**src/rtl/quaternion_arith_unit_macros.svh**
```systemverilog
// ----------------------------------------------------------------------------
// Quaternion arithmetic unit assertion macros
// Shared property forms for the checks at the end of the top level.
// ----------------------------------------------------------------------------
`ifndef QUATERNION_ARITH_UNIT_MACROS_SVH
`define QUATERNION_ARITH_UNIT_MACROS_SVH

// antecedent implies consequent on the same edge
`define QAU_ASSERT_IMP(label, ante, cons, msg) \
	label: assert property (@(posedge clk) disable iff (!arst_n) (ante) |-> (cons)) \
		else $error(msg);

// condition must never hold
`define QAU_ASSERT_NEVER(label, cond, msg) \
	label: assert property (@(posedge clk) disable iff (!arst_n) !(cond)) \
		else $error(msg);

`endif

```
**src/rtl/qau_pkg.sv**
```systemverilog
// ----------------------------------------------------------------------------
// Quaternion arithmetic unit package
// Default widths, operation codes and the control word of the pipeline.
// ----------------------------------------------------------------------------
`timescale 1ns / 1ps
`default_nettype none

package qau_pkg;

	localparam int COMP_WIDTH_DEF = 16;
	localparam int FRAC_BITS_DEF  = 14;

	typedef enum logic [1:0] {
		KIND_MUL  = 2'd0,
		KIND_NORM = 2'd1,
		KIND_ROT  = 2'd2
	} kind_t;

	typedef struct packed {
		logic       vld;
		kind_t      kind;
		logic [3:0] neg;
		logic       nzero;
	} ctl_t;

endpackage

`default_nettype wire

```
**src/rtl/qau_comb.sv**
```systemverilog
// ----------------------------------------------------------------------------
// Quaternion arithmetic unit combine stage
// Sums the products into result entries, the squared norm and squared parts.
// ----------------------------------------------------------------------------
`timescale 1ns / 1ps
`default_nettype none

module qau_comb import qau_pkg::*; #(
	parameter int W = COMP_WIDTH_DEF,
	parameter int F = FRAC_BITS_DEF
) (
	input  wire logic                    clk,
	input  wire logic                    arst_n,
	input  wire ctl_t                    ctl_in,
	input  wire logic signed [2*W-1:0]   p [4][4],
	output      ctl_t                    ctl_out,
	output      logic signed [2*W+2:0]   e [9],
	output      logic        [2*W:0]     n,
	output      logic        [2*W-1:0]   r [4]
);

	localparam int SW = 2*W + 3;
	localparam int NW = 2*W + 1;
	localparam logic signed [SW-1:0] ONE_SQ = SW'(1) << (2*F);

	logic signed [SW-1:0] x [4][4];
	logic signed [SW-1:0] e_d [9];
	logic        [NW-1:0] n_d;

	always_comb begin
		for (int i = 0; i < 4; i++) begin
			for (int j = 0; j < 4; j++) begin
				x[i][j] = SW'(p[i][j]);
			end
		end
		n_d = NW'($unsigned(p[0][0])) + NW'($unsigned(p[1][1]))
			+ NW'($unsigned(p[2][2])) + NW'($unsigned(p[3][3]));
		for (int i = 0; i < 9; i++) begin
			e_d[i] = '0;
		end
		case (ctl_in.kind)
			KIND_MUL: begin
				e_d[0] = x[3][0] + x[0][3] + x[1][2] - x[2][1];
				e_d[1] = x[3][1] + x[1][3] + x[2][0] - x[0][2];
				e_d[2] = x[3][2] + x[2][3] + x[0][1] - x[1][0];
				e_d[3] = x[3][3] - x[0][0] - x[1][1] - x[2][2];
			end
			KIND_ROT: begin
				e_d[0] = ONE_SQ - ((x[1][1] + x[2][2]) <<< 1);
				e_d[1] = (x[0][1] + x[3][2]) <<< 1;
				e_d[2] = (x[0][2] - x[3][1]) <<< 1;
				e_d[3] = (x[0][1] - x[3][2]) <<< 1;
				e_d[4] = ONE_SQ - ((x[0][0] + x[2][2]) <<< 1);
				e_d[5] = (x[1][2] + x[3][0]) <<< 1;
				e_d[6] = (x[0][2] + x[3][1]) <<< 1;
				e_d[7] = (x[1][2] - x[3][0]) <<< 1;
				e_d[8] = ONE_SQ - ((x[0][0] + x[1][1]) <<< 1);
			end
			default: begin
			end
		endcase
	end

	always_ff @(posedge clk or negedge arst_n) begin
		if (!arst_n) begin
			ctl_out <= '0;
		end else begin
			ctl_out <= '{vld: ctl_in.vld, kind: ctl_in.kind, neg: ctl_in.neg,
				nzero: (n_d == '0)};
		end
	end

	always_ff @(posedge clk) begin
		e <= e_d;
		n <= n_d;
		for (int i = 0; i < 4; i++) begin
			r[i] <= $unsigned(p[i][i]);
		end
	end

endmodule

`default_nettype wire

```
**config.mk**
```make
export PLATFORM = sky130hd
export DESIGN_NAME = qau_comb
export DESIGN_NICKNAME = d
export VERILOG_FILES = /design/src/rtl/quaternion_arith_unit_macros.svh /design/src/rtl/qau_pkg.sv /design/src/rtl/qau_comb.sv
export SDC_FILE = /design/constraint.sdc
export NUM_CORES = 2
export LEC_CHECK = 0
export BUFFER_PORTS_ARGS = -buffer_cell sky130_fd_sc_hd__buf_2
export CAP_MARGIN = 0
export CORE_AREA = 2 2 389 391
export CTS_BUF_LIST = sky130_fd_sc_hd__clkbuf_4
export CTS_CLUSTER_DIAMETER = 100
export DETAILED_ROUTE_END_ITERATION = 6
export DIE_AREA = 0 0 391 393
export SLEW_MARGIN = 10
export SYNTH_ARGS = -nofsm -noshare
export SYNTH_HDL_FRONTEND = slang
export SYNTH_SLANG_ARGS = --single-unit
```
**constraint.sdc**
```tcl
create_clock -name clk -period 0.8 [get_ports clk]
set_input_delay 0.12 -clock clk [delete_from_list [all_inputs] [get_ports clk]]
set_output_delay 0.12 -clock clk [all_outputs]
set_load 0.02 [all_outputs]
```
## Word level (Yosys, flattened, before mapping)

Cells that the tools add are included.

- Input port bits: 522
- Flip-flop bits (word level): 484

- Reductions and logical operators: 2
- Equal/unequal tests: 1
- $add $sub $neg: 27
- Muxes and demuxes: 1

Operators by type and width:

| operator | count |
|---|---|
| 32-bit by 32-bit adder with 33-bit output | 10 |
| 140-bit case mux with 2 select lines | 1 |
| 34-bit by 32-bit subtractor with 35-bit output | 4 |
| 32-bit by 32-bit subtractor with 33-bit output | 4 |
| 30-bit by 34-bit subtractor with 35-bit output (first input constant) | 3 |
| 33-bit by 32-bit adder with 34-bit output | 3 |
| 33-bit by 32-bit adder with 33-bit output | 2 |
| 33-bit by 32-bit subtractor with 34-bit output | 1 |
| 33-bit zero test | 1 |
| 2-bit equality test (second input constant) | 1 |
| 2-bit zero test | 1 |

## Logic depth before layout (Yosys ltp)

- Depth after elaboration: 4
- Mapped depth: 19
- Gate-level depth less buffers: 19

## Worst setup path after synthesis

No wires, ideal clock.

- Path type: input port to flip-flop
- From: input port p[161] (netlist name)
- To: register ctl_out[0] (netlist name)
- Setup slack: -3.597 ns
- Cell stages on the path: 18
- Setup time: 0.101 ns
- Arrival time: 4.296 ns
- Cells stage by stage: inv_1 fa_1 inv_1 fa_1 ha_1 fa_1 a211oi_1 o21ai_0 a21o_1 a21oi_1 a2111oi_0 a211oi_1 o31a_1 o2111ai_1 a21oi_1 xnor2_1 or4_1 nor4_1

- Cells in the longest elaborated chain, start to end: 3

Ends and longest elaborated chain:

| what | RTL line | RTL |
|---|---|---|
| start: declaration | qau_comb.sv:15 | `input wire logic signed [2*W-1:0] p [4][4],` |
| 33-bit by 32-bit adder with 33-bit output (2 in series) | qau_comb.sv:37 | `+ NW'($unsigned(p[2][2])) + NW'($unsigned(p[3][3]));` |
| named net n_d[31] | qau_comb.sv:28 | `logic [NW-1:0] n_d;` |
| 33-bit zero test | qau_comb.sv:69 | `nzero: (n_d == '0)};` |
| end signal: assignment | qau_comb.sv:68 | `ctl_out <= '{vld: ctl_in.vld, kind: ctl_in.kind, neg: ctl_in.neg,` |
| end: declaration | qau_comb.sv:16 | `output ctl_t ctl_out,` |

The timed path passes the listed nets, and every way through them passes these cells.
A chain may end at the register's enable or synchronous reset.

## Final worst setup path

- From: input port p[161] (netlist name)
- To: register e[170] (netlist name)

- Cells in the longest elaborated chain, start to end: 2

Ends and longest elaborated chain:

| what | RTL line | RTL |
|---|---|---|
| 32-bit by 32-bit adder with 33-bit output | qau_comb.sv:53 | `e_d[4] = ONE_SQ - ((x[0][0] + x[2][2]) <<< 1);` |
| 30-bit by 34-bit subtractor with 35-bit output | qau_comb.sv:53 |  |
| end signal: assignment | qau_comb.sv:74 | `e <= e_d;` |
| end: declaration | qau_comb.sv:17 | `output logic signed [2*W+2:0] e [9],` |

No other way between the ends.

==> metrics.txt <==
leakage power summed over all cells=41.6 nW; Setup crit start kind=input pin; top routing layer in use=met5; global-route wire length before repair=337 mm; unrepaired setup endpoints after global routing=yes; Final Hold Vio Count=161; DR WL met3=17.2 mm; final standard cell utilization of the core=54.3%; Worst Setup Path Type=in -> reg; die height=393 um; maximum clock path buffer count=3; post-route clock period utilization=436%; Critical Path Fanout Max=5; flops & latches, synth=475; shortest period the worst path allows=3.49 ns; sequential standard cell area=9550 um2; Metal-1 WL=89.9 mm; Finished Layout Cells=11260; detail-routed net length per standard cell=21.0 um; routed length on met2=113 mm; Layout area overhead=75.6%; proportion of synthesized flip-flops having asynchronous set or reset=1.68%; H-tree depth reported by CTS=4; most frequent standard cell in the layout excluding fill and tap cells=sky130_fd_sc_hd__buf_4; element type at the critical path end=flop; violations in the final reports=hold timing, setup timing; max-slew violation count=0; # rows=142; via count of the first global-routing pass=55892; multi-input gate area in the final layout=36800 um2; run status=finished with violations; maximum number of pins on one net before global-route repair=41; arrival time at the worst endpoint=4.60 ns; Synthesis Warnings=0; cell count after placement=10321; required time of the critical path=1.91 ns; Post-synth EDFFs=0; highest achievable clock rate=286 MHz; type of the most critical hold path=in -> reg; dpl hpwl=193 mm; number of endpoints failing setup at the final stage=824; total negative slack=-982.66 ns; WL final=237 mm; # Max-Cap Violations=0; commonest register cell after synthesis=sky130_fd_sc_hd__dfxtp_1; setup slack at placement=-4.21 ns; Placeable Area=149000 um2; commonest non-fill, non-tap cells in the layout=sky130_fd_sc_hd__buf_4 (1896), sky130_fd_sc_hd__buf_2 (961), sky130_fd_sc_hd__inv_1 (947); number of fill cells in the layout=13904; final-stage net count=10493; DR iter-0 viols=2901; Placement Cell Area=69900 um2; initial antenna violation count=100; share of the yosys chip area belonging to registers=20.7%; Cell Area, Synth=46100 um2; Post-Synthesis Mean Instance Area=8.18 um2; I/O Pins=1006; number of clock buffers inserted by TritonCTS=147; total chip power=166 mW; post-synthesis cell count=5641; total non-filler cell area in the finished layout=81000 um2; routability congestion estimate from global placement=1.00; critical path launch point=p[161]; global router's overall resource usage=29.7%; share of cells above drive strength 1=43.1%; overall die width=391 um; worst-case vdd ir drop=1.71 mV; Min Hold Slack=-0.909 ns; Tightest Pin Transition=1.11 ns; Residual DRC=0; initial cell density of the core=30.9%; number of distinct library cells after synthesis=106; clock tree from TritonCTS=yes; number of port buffers=999; clock-pin slew on the worst setup and hold paths=0.07 ns; first drt pass iteration count=5; post-route antenna net violation count=0; Worst Min Path Start=p[6]; CTS sink cnt=475; Rel. slew slack=25.5%; cell area power density=2050 nW/um2; GRT Residual Overflow=0; final worst-path setup slack=-2.69 ns; Die Footprint=154000 um2; cell at the root of the clock tree=sky130_fd_sc_hd__clkbuf_4; DR vias=54131; mean number of vias per cell=4.81
==> synthesized netlist by cell type, types with 142 or more instances <==
| cell type | instances | area [um2] |
|---|---|---|
| sky130_fd_sc_hd__a21o_1 | 153 | 1150 |
| sky130_fd_sc_hd__a21oi_1 | 430 | 2150 |
| sky130_fd_sc_hd__clkbuf_1 | 142 | 533 |
| sky130_fd_sc_hd__dfxtp_1 | 467 | 9350 |
| sky130_fd_sc_hd__fa_1 | 333 | 6670 |
| sky130_fd_sc_hd__ha_1 | 489 | 6120 |
| sky130_fd_sc_hd__inv_1 | 1038 | 3900 |
| sky130_fd_sc_hd__nand2_1 | 196 | 736 |
| sky130_fd_sc_hd__nor2_1 | 562 | 2110 |
| sky130_fd_sc_hd__o21ai_0 | 213 | 1070 |
| sky130_fd_sc_hd__xnor2_1 | 265 | 2320 |
| sky130_fd_sc_hd__xor2_1 | 152 | 1330 |
==> critical path: stages <==
cell                            delay (ns)
sky130_fd_sc_hd__buf_8                0.10
sky130_fd_sc_hd__buf_6                0.11
sky130_fd_sc_hd__buf_6                0.10
sky130_fd_sc_hd__dlygate4sd3_1        0.69
sky130_fd_sc_hd__ha_4                 0.33
sky130_fd_sc_hd__a211o_1              0.14
sky130_fd_sc_hd__o211a_1              0.20
sky130_fd_sc_hd__buf_4                0.14
sky130_fd_sc_hd__nor2_1               0.06
sky130_fd_sc_hd__a311oi_1             0.25
sky130_fd_sc_hd__o21ai_1              0.14
sky130_fd_sc_hd__buf_4                0.15
sky130_fd_sc_hd__buf_4                0.12
sky130_fd_sc_hd__buf_4                0.12
sky130_fd_sc_hd__buf_4                0.12
sky130_fd_sc_hd__buf_4                0.12
sky130_fd_sc_hd__buf_6                0.11
sky130_fd_sc_hd__nor3_4               0.14
sky130_fd_sc_hd__nand2_2              0.14
sky130_fd_sc_hd__nor4_4               0.34
sky130_fd_sc_hd__and2_4               0.26
sky130_fd_sc_hd__a41o_4               0.25
sky130_fd_sc_hd__nor2b_4              0.15
sky130_fd_sc_hd__mux2i_1              0.17
==> logic make-up after synthesis <==
group,after synthesis,share of synthesized area [%]
AND/OR/NAND/NOR,1356,14.2
AO/OA/AOI/OAI,1341,19.0
buffers and inverters,1200,9.85
adder cells (fa/ha/maj),822,27.7
flip-flops,475,20.7
XOR/XNOR,417,7.92
multiplexers,29,0.640
other,1,0.00813
==> repair_timing <==
action / 4_1_cts / 5_1_grt
buffers inserted: 62 / 46
hold endpoints to repair: 480 / 213
pin swaps: 180 / 189
gates cloned: 0 / 0
endpoints found under the setup margin: 776 / 822
resized for setup: 333 / 348
hold buffers: 496 / 51
==> final timing paths <==
kind                              end  slack, ns  depth (start not counted)
setup / recovery               e[170]      -2.69                         24
hold / removal                   r[6]      -0.91                          1
max in group asynchronous  ctl_out[6]       0.46                          3
min in group asynchronous  ctl_out[2]      -0.05                          3
==> registers in the layout, indices dropped and copies added (netlist names) <==
signal	count
e	306
r	128
n	33
ctl_out	8
==> layout make-up <==
| class | count | area share (%) |
|---|---|---|
| repair buffers | 3517 | 32.4 |
| flip-flops and latches | 475 | 11.8 |
| diodes | 64 | 0.198 |
| multi-input cells | 3970 | 45.4 |
| well taps | 1944 | 3.00 |
| inverters | 1038 | 4.98 |
| clock buffers | 194 | 1.80 |
| clock inverters | 58 | 0.463 |
==> where the power goes <==
| part | internal, mW | total [mW] | switching [mW] | leakage (nW) |
|---|---|---|---|---|
| clock network | 12.4 | 25.9 | 13.5 | 1.07 |
| registers | 27.5 | 29.5 | 1.99 | 3.98 |
| logic | 53.1 | 111 | 57.5 | 36.6 |
==> metal layers <==
metal | vias up | GRT usage [%]
met5 | - | 0
met4 | 32 | 19.4
met3 | 619 | 7.38
met2 | 1758 | 50.2
met1 | 25878 | 33.1
li1 | 25844 | -
Note: power is estimated with default switching activity, not from simulation.
